`config.mk`:
```
export PLATFORM = sky130hd
export DESIGN_NAME = calendar_to_day_count_and_seconds
export DESIGN_NICKNAME = d
export VERILOG_FILES = /design/src/hdl/caldays_pkg.sv /design/src/hdl/caldays_conv.sv /design/src/hdl/calendar_to_day_count_and_seconds.sv
export VERILOG_INCLUDE_DIRS = /design/src /design/src/hdl
export SDC_FILE = /design/constraint.sdc
export NUM_CORES = 1
export LEC_CHECK = 0
export BUFFER_PORTS_ARGS = -buffer_cell sky130_fd_sc_hd__buf_2
export CORE_MARGIN = 4
export CORE_UTILIZATION = 50
export DETAILED_ROUTE_END_ITERATION = 10
export GPL_TIMING_DRIVEN = 1
export PLACE_DENSITY = 0.71
export SYNTH_ARGS = -nofsm -noshare
export SYNTH_HDL_FRONTEND = slang
export SYNTH_SLANG_ARGS = --single-unit
```
`constraint.sdc`:
```
create_clock -name clock -period 10.1 [get_ports clock]
set_clock_uncertainty 0.2 [all_clocks]
set_input_delay 0.505 -clock clock [delete_from_list [all_inputs] [get_ports clock]]
set_output_delay 0.505 -clock clock [all_outputs]
set_load 0.05 [all_outputs]
```
`src/hdl/assert_macros.svh`:
```
// assertion macros used by the top-level rtl file
`ifndef ASSERT_MACROS_SVH
`define ASSERT_MACROS_SVH

`ifndef ASSERT_OFF

// antecedent implies consequent in the same cycle
`define ASSERT_SAME(lbl, clk, rst, ante, cons, msg) \
   lbl: assert property (@(posedge clk) disable iff (rst) (ante) |-> (cons)) else $error(msg);

// antecedent implies consequent in the next cycle
`define ASSERT_NEXT(lbl, clk, rst, ante, cons, msg) \
   lbl: assert property (@(posedge clk) disable iff (rst) (ante) |=> (cons)) else $error(msg);

`else

`define ASSERT_SAME(lbl, clk, rst, ante, cons, msg)
`define ASSERT_NEXT(lbl, clk, rst, ante, cons, msg)

`endif

`endif

```
`src/hdl/caldays_pkg.sv`:
```
// types, constants and calendar tables for the date to epoch converter
`default_nettype none

package caldays_pkg;

   localparam int unsigned MAX_YEAR_OFFSET = 127;
   // 2100 is the only non-leap multiple of four in range (offset from 2000)
   localparam int unsigned CENTURY_OFFSET  = 100;
   localparam int unsigned DAYS_PER_YEAR   = 365;
   localparam int unsigned SECS_PER_MIN    = 60;
   localparam int unsigned SECS_PER_HOUR   = 3600;
   localparam int unsigned SECS_PER_DAY    = 86400;
   localparam int unsigned SECS_PER_YEAR   = DAYS_PER_YEAR * SECS_PER_DAY;
   localparam int unsigned LAST_SEC        = 59;
   localparam int unsigned LAST_MIN        = 59;
   localparam int unsigned LAST_HOUR       = 23;
   localparam int unsigned LAST_MONTH      = 12;
   // 2000-01-01 was a saturday, monday is zero
   localparam int unsigned BASE_WEEKDAY    = 5;
   localparam int unsigned DAYS_PER_WEEK   = 7;

   typedef struct packed {
      logic [5:0] second;
      logic [5:0] minute;
      logic [4:0] hour;
      logic [4:0] day;
      logic [3:0] month;
      logic [6:0] year_offset;
   } date_type;

   typedef struct packed {
      logic        valid_res;
      logic [15:0] day_number;
      logic [31:0] epoch_seconds;
      logic [2:0]  weekday;
   } result_type;

   // days in a month, zero for month codes that mean nothing
   function automatic logic [4:0] month_length(input logic leap, input logic [3:0] month);
      logic [4:0] len;
      case (month)
         4'd1, 4'd3, 4'd5, 4'd7, 4'd8, 4'd10, 4'd12: len = 5'd31;
         4'd4, 4'd6, 4'd9, 4'd11:                    len = 5'd30;
         4'd2:                                       len = leap ? 5'd29 : 5'd28;
         default:                                    len = 5'd0;
      endcase
      return len;
   endfunction

   // days in the year before the first of the month
   function automatic logic [8:0] days_before_month(input logic leap,
                                                    input logic [3:0] month);
      logic [8:0] base;
      case (month)
         4'd2:    base = 9'd31;
         4'd3:    base = 9'd59;
         4'd4:    base = 9'd90;
         4'd5:    base = 9'd120;
         4'd6:    base = 9'd151;
         4'd7:    base = 9'd181;
         4'd8:    base = 9'd212;
         4'd9:    base = 9'd243;
         4'd10:   base = 9'd273;
         4'd11:   base = 9'd304;
         4'd12:   base = 9'd334;
         default: base = 9'd0;
      endcase
      if (leap && (month > 4'd2)) begin
         base = base + 9'd1;
      end
      return base;
   endfunction

   // remainder by seven of a 10-bit value, folding octal digits since 8 = 1 mod 7
   function automatic logic [2:0] mod7(input logic [9:0] v);
      logic [4:0] s1;
      logic [3:0] s2;
      s1 = 5'(v[2:0]) + 5'(v[5:3]) + 5'(v[8:6]) + 5'(v[9]);
      s2 = 4'(s1[2:0]) + 4'(s1[4:3]);
      if (s2 >= 4'(DAYS_PER_WEEK)) begin
         s2 = s2 - 4'(DAYS_PER_WEEK);
      end
      return s2[2:0];
   endfunction

endpackage

`default_nettype wire

```
`src/hdl/caldays_conv.sv`:
```
// combinational date check and conversion to day count, seconds and weekday
`default_nettype none

module caldays_conv (
   input  caldays_pkg::date_type   date,
   output caldays_pkg::result_type result
);
   import caldays_pkg::*;

   logic        leap;
   logic [5:0]  leap_days;
   logic [7:0]  yo_round;
   logic        fields_ok;
   logic        day_ok;
   logic        ok;
   logic [8:0]  day_in_span;
   logic [15:0] year_days;
   logic [31:0] year_secs;
   logic [31:0] span_secs;
   logic [16:0] tod_secs;
   logic [9:0]  wd_sum;

   // leap year rule, only 2100 is a skipped century in range
   assign leap = (date.year_offset[1:0] == 2'd0)
              && (date.year_offset != 7'(CENTURY_OFFSET));

   // leap days in the years 2000 up to the year before this one
   assign yo_round  = 8'(date.year_offset) + 8'd3;
   assign leap_days = 6'(yo_round[7:2])
                    - 6'(date.year_offset > 7'(CENTURY_OFFSET));

   // field range checks
   assign fields_ok = (date.second <= 6'(LAST_SEC))
                   && (date.minute <= 6'(LAST_MIN))
                   && (date.hour <= 5'(LAST_HOUR))
                   && (date.month != 4'd0)
                   && (date.month <= 4'(LAST_MONTH))
                   && (32'(date.year_offset) <= MAX_YEAR_OFFSET);
   assign day_ok = (date.day != 5'd0) && (date.day <= month_length(leap, date.month));
   assign ok     = fields_ok && day_ok;

   // days past the start of the year, plus leap days of earlier years
   assign day_in_span = 9'(leap_days) + days_before_month(leap, date.month)
                      + 9'(date.day) - 9'd1;

   // independent constant products, summed once
   assign year_days = 16'(date.year_offset) * 16'(DAYS_PER_YEAR);
   assign year_secs = 32'(date.year_offset) * 32'(SECS_PER_YEAR);
   assign span_secs = 32'(day_in_span) * 32'(SECS_PER_DAY);
   assign tod_secs  = 17'(date.hour) * 17'(SECS_PER_HOUR)
                    + 17'(date.minute) * 17'(SECS_PER_MIN)
                    + 17'(date.second);

   // 365 = 1 mod 7, so each year moves the weekday by one
   assign wd_sum = 10'(date.year_offset) + 10'(day_in_span) + 10'(BASE_WEEKDAY);

   // zero all result fields on an invalid date
   always_comb begin
      result = '0;
      if (ok) begin
         result.valid_res     = 1'b1;
         result.day_number    = year_days + 16'(day_in_span);
         result.epoch_seconds = year_secs + span_secs + 32'(tod_secs);
         result.weekday       = mod7(wd_sum);
      end
   end

endmodule

`default_nettype wire

```
`src/hdl/calendar_to_day_count_and_seconds.sv`:
```
// Calendar date and time to days and seconds since 2000-01-01, with weekday.
// Throughput: one transfer per cycle while rsp_ready stays high; input register,
// one conversion pass, result register, with the input stage able to hold one item
// while a result waits.
// Reset: synchronous, active high; clears the valid flags of both stages.
`default_nettype none

`include "assert_macros.svh"

module calendar_to_day_count_and_seconds (
   input  wire logic        clock,
   input  wire logic        reset,
   input  wire logic        req_valid,
   output      logic        req_ready,
   input  wire logic [5:0]  req_second,
   input  wire logic [5:0]  req_minute,
   input  wire logic [4:0]  req_hour,
   input  wire logic [4:0]  req_day,
   input  wire logic [3:0]  req_month,
   input  wire logic [6:0]  req_year_offset,
   output      logic        rsp_valid,
   input  wire logic        rsp_ready,
   output      logic        rsp_valid_res,
   output      logic [15:0] rsp_day_number,
   output      logic [31:0] rsp_epoch_seconds,
   output      logic [2:0]  rsp_weekday
);
   import caldays_pkg::*;

   logic       in_valid_ff;
   logic       in_valid_in;
   date_type   date_ff;
   logic       out_valid_ff;
   logic       out_valid_in;
   result_type result_ff;
   result_type result_in;
   logic       out_free;
   logic       req_xfer;

   // handshake: the output register frees when empty or being taken
   assign out_free  = !out_valid_ff || rsp_ready;
   assign req_ready = !in_valid_ff || out_free;
   assign req_xfer  = req_valid && req_ready;

   assign in_valid_in  = req_ready ? req_valid : in_valid_ff;
   assign out_valid_in = out_free ? in_valid_ff : out_valid_ff;

   // conversion pass between the two registers
   caldays_conv u_conv (
      .date   (date_ff),
      .result (result_in)
   );

   // valid flags
   always_ff @(posedge clock) begin
      if (reset) begin
         in_valid_ff  <= 1'b0;
         out_valid_ff <= 1'b0;
      end else begin
         in_valid_ff  <= in_valid_in;
         out_valid_ff <= out_valid_in;
      end
   end

   // input payload register
   always_ff @(posedge clock) begin
      if (req_xfer) begin
         date_ff.second      <= req_second;
         date_ff.minute      <= req_minute;
         date_ff.hour        <= req_hour;
         date_ff.day         <= req_day;
         date_ff.month       <= req_month;
         date_ff.year_offset <= req_year_offset;
      end
   end

   // result payload register
   always_ff @(posedge clock) begin
      if (out_free && in_valid_ff) begin
         result_ff <= result_in;
      end
   end

   assign rsp_valid         = out_valid_ff;
   assign rsp_valid_res     = result_ff.valid_res;
   assign rsp_day_number    = result_ff.day_number;
   assign rsp_epoch_seconds = result_ff.epoch_seconds;
   assign rsp_weekday       = result_ff.weekday;

   `ASSERT_SAME(a_invalid_zero, clock, reset,
      out_valid_ff && !result_ff.valid_res,
      result_ff.day_number == 16'd0 && result_ff.epoch_seconds == 32'd0
         && result_ff.weekday == 3'd0,
      "invalid result carries nonzero fields")
   `ASSERT_SAME(a_weekday_range, clock, reset, out_valid_ff && result_ff.valid_res,
      result_ff.weekday < 3'(DAYS_PER_WEEK), "weekday out of range")
   `ASSERT_SAME(a_ready_when_empty, clock, reset, !out_valid_ff, req_ready,
      "request stalled with empty output")
   `ASSERT_NEXT(a_stage_advance, clock, reset, in_valid_ff && out_free, out_valid_ff,
      "converted item not loaded into output")

endmodule

`default_nettype wire

```
Yosys cells after proc, flatten, opt, wreduce, memory -nomap -nowiden
Memories as Yosys holds them, arrays and structs flattened. A register that Yosys moved wholly into a read port is not among the register bits.
Index checks and enable logic that the tools add are counted.
{"block": "classes", "mux": 6, "reduce_logical": 19, "multipliers": 5, "n_eq_ne": 13, "add_sub_neg": 18, "order_cmp": 8}
{"op": "2-to-1 mux 52 bit", "n": 1}
{"op": "adder 32 x 17 -> 32 bit", "n": 1}
{"op": "adder 32 x 26 -> 32 bit", "n": 1}
{"op": "multiplier 7 x 18 -> 25 bit, second input constant", "n": 1}
{"op": "== test 4 bit, second input constant", "n": 5}
{"op": "multiplier 9 x 10 -> 19 bit, second input constant", "n": 1}
{"op": "adder 17 x 12 -> 17 bit", "n": 1}
{"op": "adder 17 x 6 -> 17 bit", "n": 1}
{"op": "adder 16 x 9 -> 16 bit", "n": 1}
{"op": "== test 4 x 3 -> 1 bit, second input constant", "n": 4}
{"op": "multiplier 7 x 9 -> 16 bit, second input constant", "n": 1}
{"op": "one-hot mux 5 bit (3 select lines)", "n": 1}
{"op": "multiplier 5 x 8 -> 13 bit, second input constant", "n": 1}
{"op": "less-or-equal comparator 6 bit, second input constant", "n": 2}
{"op": "adder 10 x 3 -> 10 bit, second input constant", "n": 1}
{"op": "adder 7 x 9 -> 10 bit", "n": 1}
{"op": "logical AND 1 bit", "n": 10}
{"op": "multiplier 6 x 4 -> 10 bit, second input constant", "n": 1}
{"op": "adder 6 x 9 -> 9 bit", "n": 1}
{"op": "adder 9 x 1 -> 9 bit, second input constant", "n": 1}
{"op": "adder 9 x 5 -> 9 bit", "n": 1}
{"op": "2-to-1 mux 9 bit", "n": 1}
{"op": "subtractor 9 x 1 -> 9 bit, second input constant", "n": 1}
{"op": "adder 7 x 2 -> 8 bit, second input constant", "n": 1}
{"op": "other kinds (25)", "n": 28}
{"block": "totals", "reg_bits": 87, "mem_count": 1, "out_inout_bits": 54, "romBits": 144}
{"name": "(name not given)", "depth": 16, "width": 9, "rd": 1, "rd_ports_with_merged_regs": 1, "write_ports": 0, "line": "caldays_pkg.sv:54", "text": "case (month)"}

Depth between registers and ports, before layout
Gate-level depths: netlist of the first run.
{"block": "depth", "depth_word": 16, "mapped_depth": 45}

Modules after synthesis
A second synthesis of the first run with hierarchy kept.
{"block": "unflattened", "cells_unflattened": 1311, "area_unflattened_um2": 12819.8}
{"mod": "caldays_conv", "cells_each": 1216, "instances": 1, "area_per_inst_um2": 10163.5, "seq_area_each_um2": 0.0}
{"mod": "calendar_to_day_count_and_seconds", "cells_each": 95, "instances": 1, "area_per_inst_um2": 2656.3, "seq_area_each_um2": 2592.5}

Worst setup path after synthesis of the first run
Ideal clock, no wire load.
{"block": "synth_timing", "path_type": "register -> register", "startpoint": "register date_ff[0] (netlist bit)", "endpoint": "register result_ff, in the netlist rsp_epoch_seconds[31], data pin", "arrival_ps": 9125, "setup_slack_ps": 509, "stages_incl_launch_ff": 41, "n_path_buf": 0, "path_cell_list": "edfxtp_1 > inv_1 > ha_1 > nor3b_2 > mux2i_1 > ha_1 > fa_1 > inv_1 > ha_1 > inv_1 > fa_1 > inv_1 > a21oi_1 > o21bai_1 > a21o_1 > a21oi_1 > xnor2_1 > xnor2_1 > (+5 left out) > o21ai_1 > a21boi_1 > o21ai_1 > a21oi_1 > o21ai_1 > a21o_1 > nor3_1 > a311o_1 > ha_1 > ha_1 > and4_1 > a221oi_1 > nor2b_1 > a311oi_1 > nor2b_1 > nand4_1 > xnor2_1 > nor2_1"}
{"block": "synth_via", "elab_chain_len": 10, "elab_cells_between_ends": 20}
{"element": "from (decl)", "line": "calendar_to_day_count_and_seconds.sv:32", "text": "date_type date_ff;"}
{"element": "parallel branches: the longest is 10 deep, another holds adder 32 x 26 -> 32 bit"}
{"element": "to (signal assigned)", "line": "calendar_to_day_count_and_seconds.sv:80", "text": "result_ff <= result_in;"}
{"element": "to (decl)", "line": "calendar_to_day_count_and_seconds.sv:35", "text": "result_type result_ff;"}
Parallel ways; which one is timed is not known.
A chain may end at the register's enable or synchronous reset.

Worst setup path in the final report of the first run
{"block": "layout_timing", "startpoint": "register date_ff[2] (netlist bit)", "endpoint": "register result_ff, in the netlist rsp_epoch_seconds[25], data pin"}
{"block": "layout_via", "elab_chain_len": 10, "elab_cells_between_ends": 19}
{"element": "parallel branches: the longest is 10 deep, another holds adder 32 x 26 -> 32 bit"}
Parallel ways; which one is timed is not known.

==> metrics.txt, run 1 <==
Inst Count DP 1733; fill count around 2200; Post-Route Setup TNS 0 ns; slowest stage delay, CP between 0.5 and 0.6 ns; Multi-input gate area around 0.0094 mm2; fmax approximately 100 MHz; Synth area leaders ha_1 28%, edfxtp_1 20%, fa_1 14%; DRT Wirelength around 27000 um; EDFF count, synth 85; Synth Area per Inst approximately 10 um2; vias in the first global route between 9000 and 10000; top-area cell type share of the netlist area roughly 28%; per-cell routed wire length roughly 15 um; clock-pin slew on the worst setup and hold paths around 0.09 ns; critical path class flop to flop; largest net degree at the start of global routing between 40 and 50; commonest cells in the netlist 294 x ha_1, 224 x inv_1, 90 x fa_1, 85 x edfxtp_1, 78 x nor2_1; Skew-Pair Late Insertion Delay 0.38 ns; initial antenna violation count 0; CP endpoint kind flop; DRT iter0 DRCs 455; worst rel slew slack between 20% and 30%; Final Util approximately 57%; Clock Tree Root clkbuf_16; gr ovfl total 0; first-pass GRT wire length ~46000 um; Unique masters post-synth 76; Yosys reg bits between 90 and 100; PortBufs 90; Syn Nets approximately 1700; H-tree depth 3; Routed Antenna Nets 0; row count 58; Top cell by count, worst path ha_1; count leader, synth ha_1; Die W about 170 um; Post-Layout Cell Count 1755; Sink Count 96; worst setup margin roughly 0.57 ns; fraction of registers with async set/reset 0%; Starting Density approximately half; CTS tree built; CP max stage cell fa_1; Placer Congestion between 0.9 and 1; DRC viols 0; Max Slew Vio Count 0; Die H 169 um; final setup vio count 0; total track usage 19.6%; most area-hungry cell type in the Yosys netlist ha_1; Area Growth Syn to Fin 10.9%; outcome completed; vias per cell 5.28; Worst Path Buf+Inv 4; register area share after synthesis 21.4%; Top FF cell, synth edfxtp_1; synthesized area approximately 0.013 mm2; critical path peak fanout 6; Core Footprint 0.0253 mm2; DP Wirelength 22400 um; share of cells above drive strength 1 a little under an eighth; Max Cap Violations 0; startpoint types flop; # IOs just over 90; Tmin final between 9 and 10 ns; setup slack at placement between 0.2 and 0.25 ns; Clock Tree Buf Depth 2; Final Cycle Share 94.4%; Critical Path AT around 9.5 ns; Hold Vio Cnt, Final 0; diode count 0; CP delay by family, top adder cells; CTS buffer count 9; hold crit path type input pin to flop; number of nets in the layout 1841; 1st-pass router iterations 5; Req. time, crit path roughly 10 ns; Die ar. about 0.029 mm2; YS warnings 0; Sequential Area 0.00277 mm2; Hold-fix buffers, CTS 0; routed via count 9263; Syn Inst Count 1300; worst slew pin tran roughly 1.1 ns
layout by cell type, fill, tap and decap left out, types with 12 or more instances in the layout:
| cell | n |
|---|---|
| ha_1 | 293 |
| inv_1 | 222 |
| fa_1 | 90 |
| buf_2 | 90 |
| edfxtp_1 | 85 |
| nor2_1 | 78 |
| a21oi_1 | 74 |
| xnor2_1 | 69 |
| nand2_1 | 51 |
| xor2_1 | 38 |
| a21o_1 | 34 |
| o21bai_1 | 28 |
| buf_4 | 25 |
| nor3_1 | 20 |
| o21ai_1 | 17 |
| o21ai_0 | 17 |
| and2_1 | 13 |
| nand3_1 | 12 |
per-stage QoR:
stage | hold WS, ns | cell area, um2
3_5_place_dp | 0.310 | 13900
2_1_floorplan | 0.278 | 12900
3_3_place_gp | 0.302 | 13900
5_1_grt | 0.0969 | 14400
6_report | 0.0962 | 14400
4_1_cts | 0.0910 | 14200
timing repair:
action | CTS | global route
setup endpoints to repair | 0 | 9
buffers inserted | 0 | 6
gates resized for setup | 0 | 14
kinds of logic after synthesis:
| group | share of synthesized area, % |
|---|---|
| AO/OA/AOI/OAI | 11.7 |
| multiplexers | 0.870 |
| AND/OR/NAND/NOR | 9.12 |
| flip-flops | 21.4 |
| buffers and inverters | 6.78 |
| XOR/XNOR | 7.63 |
| adder cells (fa/ha/maj) | 42.5 |
path summary, 6_finish.rpt:
check | startpoint | end | slack (ns) | cells past startpoint
worst max-delay path | date_ff[2] | rsp_epoch_seconds[25] | 0.57 | 40
worst min-delay path | req_hour[4] | date_ff[20] | 0.1 | 1
worst max register to register | date_ff[2] | rsp_epoch_seconds[25] | 0.57 | 40
worst min register to register | in_valid_ff | rsp_valid | 0.32 | 2
metal layers:
layer | share of wire, % | vias to the layer above | GRT usage (%)
met2 | 47 | 169 | 32.8
li1 | - | 4682 | -
met4 | 2.7 | 0 | 6.70
met1 | 46 | 4367 | 25.8
met5 | 0 | - | 0
met3 | 4.4 | 45 | 3.41
flip-flops by register name, summed over array words and instances, names as in the netlist, named ones only:
| signal | flops |
|---|---|
| date_ff | 33 |
| rsp_epoch_seconds | 32 |
| rsp_day_number | 16 |
| rsp_weekday | 3 |
| in_valid_ff | 1 |
| rsp_valid | 1 |
| rsp_valid_res | 1 |
layout make-up:
class,count,share of cell area (%)
flip-flops and latches,96,19.3
inverters,225,5.88
clock buffers,9,1.57
well taps,330,2.88
clock inverters,7,0.636
repair buffers,115,4.45
multi-input cells,973,65.3
Power of run 1 is not shown: default switching activity piles up to over one toggle a cycle in this logic, so the estimate is an artifact.
==> run 2, diff against run 1 <==
CORE_ASPECT_RATIO = 1.25   (was not set)
==> run 2 against run 1 <==
Effect of this change:
- critical path depth decreased by 1
- utilization decreased by 0.067 points
- setup slack improved by 0.017 ns
- via count about the same
- maximum frequency increased by 0.18%
- sequential cell count unchanged
- design area about the same
- sequential share of layout area about the same
- wire length increased by 0.61%
- final cell count increased by 0.46%
- count of clock-buffer cells in the layout unchanged
- global-route usage decreased by 0.29 points
==> metrics.txt, run 2 (synthesized netlist as in run 1, its figures left out) <==
outcome completed (unchanged); commonest non-fill, non-tap cell in the layout ha_1 (unchanged); largest net degree at the start of global routing 45 (unchanged); Die H 188 um (was 169 um); final setup vio count 0 (unchanged); Final Util 56.6% (was 56.7%); Critical Path AT 9.43 ns (was 9.45 ns); vias in the first global route 9372 (was 9444); largest register by flop count date_ff (unchanged); worst hold slack 0.0995 ns (was 0.0962 ns); DRC viols 0 (unchanged); CP endpoint kind flop (unchanged); Max Cap Violations 0 (unchanged); Core Footprint 0.0254 mm2 (was 0.0253 mm2); DRT iter0 DRCs 296 (was 455); 1st-pass router iterations 5 (unchanged); Max Slew Vio Count 0 (unchanged); initial antenna violation count 4 (was 0); Area Growth Syn to Fin 11.0% (was 10.9%); number of nets in the layout 1843 (was 1841); most frequent cells in the layout 292 x ha_1, 223 x inv_1, 90 x fa_1, 90 x buf_2, 85 x edfxtp_1 (was 293 x ha_1, 222 x inv_1, 90 x fa_1, 90 x buf_2, 85 x edfxtp_1); first-pass GRT wire length 45000 um (was 45700 um); hold crit path type input pin to flop (unchanged); Hold Vio Cnt, Final 0 (unchanged); Starting Density 51.0% (was 51.1%); Placer Congestion 0.933 (was 0.970); Reg2Reg Depth 39 (was 40); row count 65 (was 58); Top cell by count, worst path ha_1 (unchanged); # IOs 91 (unchanged); Die W 152 um (was 169 um); Final Cycle Share 94.2% (was 94.4%); Hold-fix buffers, CTS 0 (unchanged); worst rel slew slack 21.3% (was 25.0%); Req. time, crit path 10.02 ns (about the same); CP delay by family, top adder cells (unchanged); critical path class flop to flop (unchanged); worst slew pin tran 1.15 ns (was 1.09 ns); Routed Antenna Nets 0 (unchanged); CTS buffer count 9 (unchanged); routed via count 9272 (was 9263); Sink Count 96 (unchanged); gr ovfl total 0 (unchanged); CP max stage cell fa_1 (unchanged); clock-pin slew on the worst setup and hold paths 0.08 ns (was 0.09 ns); Clock Tree Root clkbuf_16 (unchanged); Skew-Pair Late Insertion Delay 0.37 ns (was 0.38 ns); CTS tree built (unchanged); fmax 105 MHz (about the same); max reg flops 33 (unchanged); DP Wirelength 23100 um (was 22400 um); Worst Path Buf+Inv 4 (unchanged); critical path peak fanout 6 (unchanged); Crit path depth 39 (was 40); Tmin final 9.52 ns (was 9.53 ns); startpoint types flop (unchanged); H-tree depth 3 (unchanged); share of cells above drive strength 1 12.1% (was 11.7%); DRT Wirelength 27400 um (was 27200 um); PortBufs 90 (unchanged); Die ar. 0.0285 mm2 (about the same); total track usage 19.4% (was 19.6%); slowest stage delay, CP 0.56 ns (about the same); hold path depth 2 (was 1); per-cell routed wire length 15.5 um (about the same); Clock Tree Buf Depth 2 (unchanged); vias per cell 5.26 (was 5.28)
[run 2: cell count changes in the layout (fill, tap and decap cells not counted), sizes merged]
cell,delta
buf,+2
diode,+1
[run 2: stage by stage]
| step | worst slack [ns] | setup TNS (ns) | cell area [um2] | std cells |
|---|---|---|---|---|
| after floorplan | 0.509 | 0 | 12900 | 1300 |
| after global placement | 0.407 | 0 | 13900 | 1739 |
| after detailed placement | 0.134 | 0 | 13900 | 1739 |
| after CTS | 0.0870 | 0 | 14200 | 1755 |
| after global routing | -0.00367 | -0.00367 | 14400 | 1763 |
| final | 0.583 | 0 | 14400 | 1763 |
[run 2: per-layer routing]
| layer | global-route usage [%] | routed length [um] |
|---|---|---|
| met1 | 23.4 | 11900 |
| met2 | 34.2 | 13500 |
| met3 | 3.99 | 1090 |
| met4 | 6.71 | 803 |
| met5 | 0 | 40 |
[run 2: cell type report]
class	count	area, um2
fill	2288	11000
tap	335	419
clock buffer	9	225
clock inverter	7	72.6
sequential	96	2770
inverter	225	845
timing repair buffer	117	653
antenna	1	2.50
multi-input combinational	973	9370
[run 2: timing repair]
action,CTS,global route
endpoints found under the setup margin,0,9
setup buffers,0,7
gates resized for setup,0,17
[run 2: worst paths after layout]
path                             startpoint                     to  slack, ns
worst max-delay path             date_ff[2]  rsp_epoch_seconds[25]       0.58
worst min-delay path                  reset            in_valid_ff        0.1
worst max register to register   date_ff[2]  rsp_epoch_seconds[25]       0.58
worst min register to register  in_valid_ff              rsp_valid       0.32
[run 2: worst register-to-register path: cells and delay by family, from the launching register on]
family / cells / cell delay [ns]
compound gates: 14 / 2.55
xor+xnor: 4 / 0.68
fa+ha+maj: 10 / 3.81
buf+inv: 4 / 0.37
flops: 1 / 0.49
simple gates: 7 / 1.12
Power of run 2 is left out for the same reason.
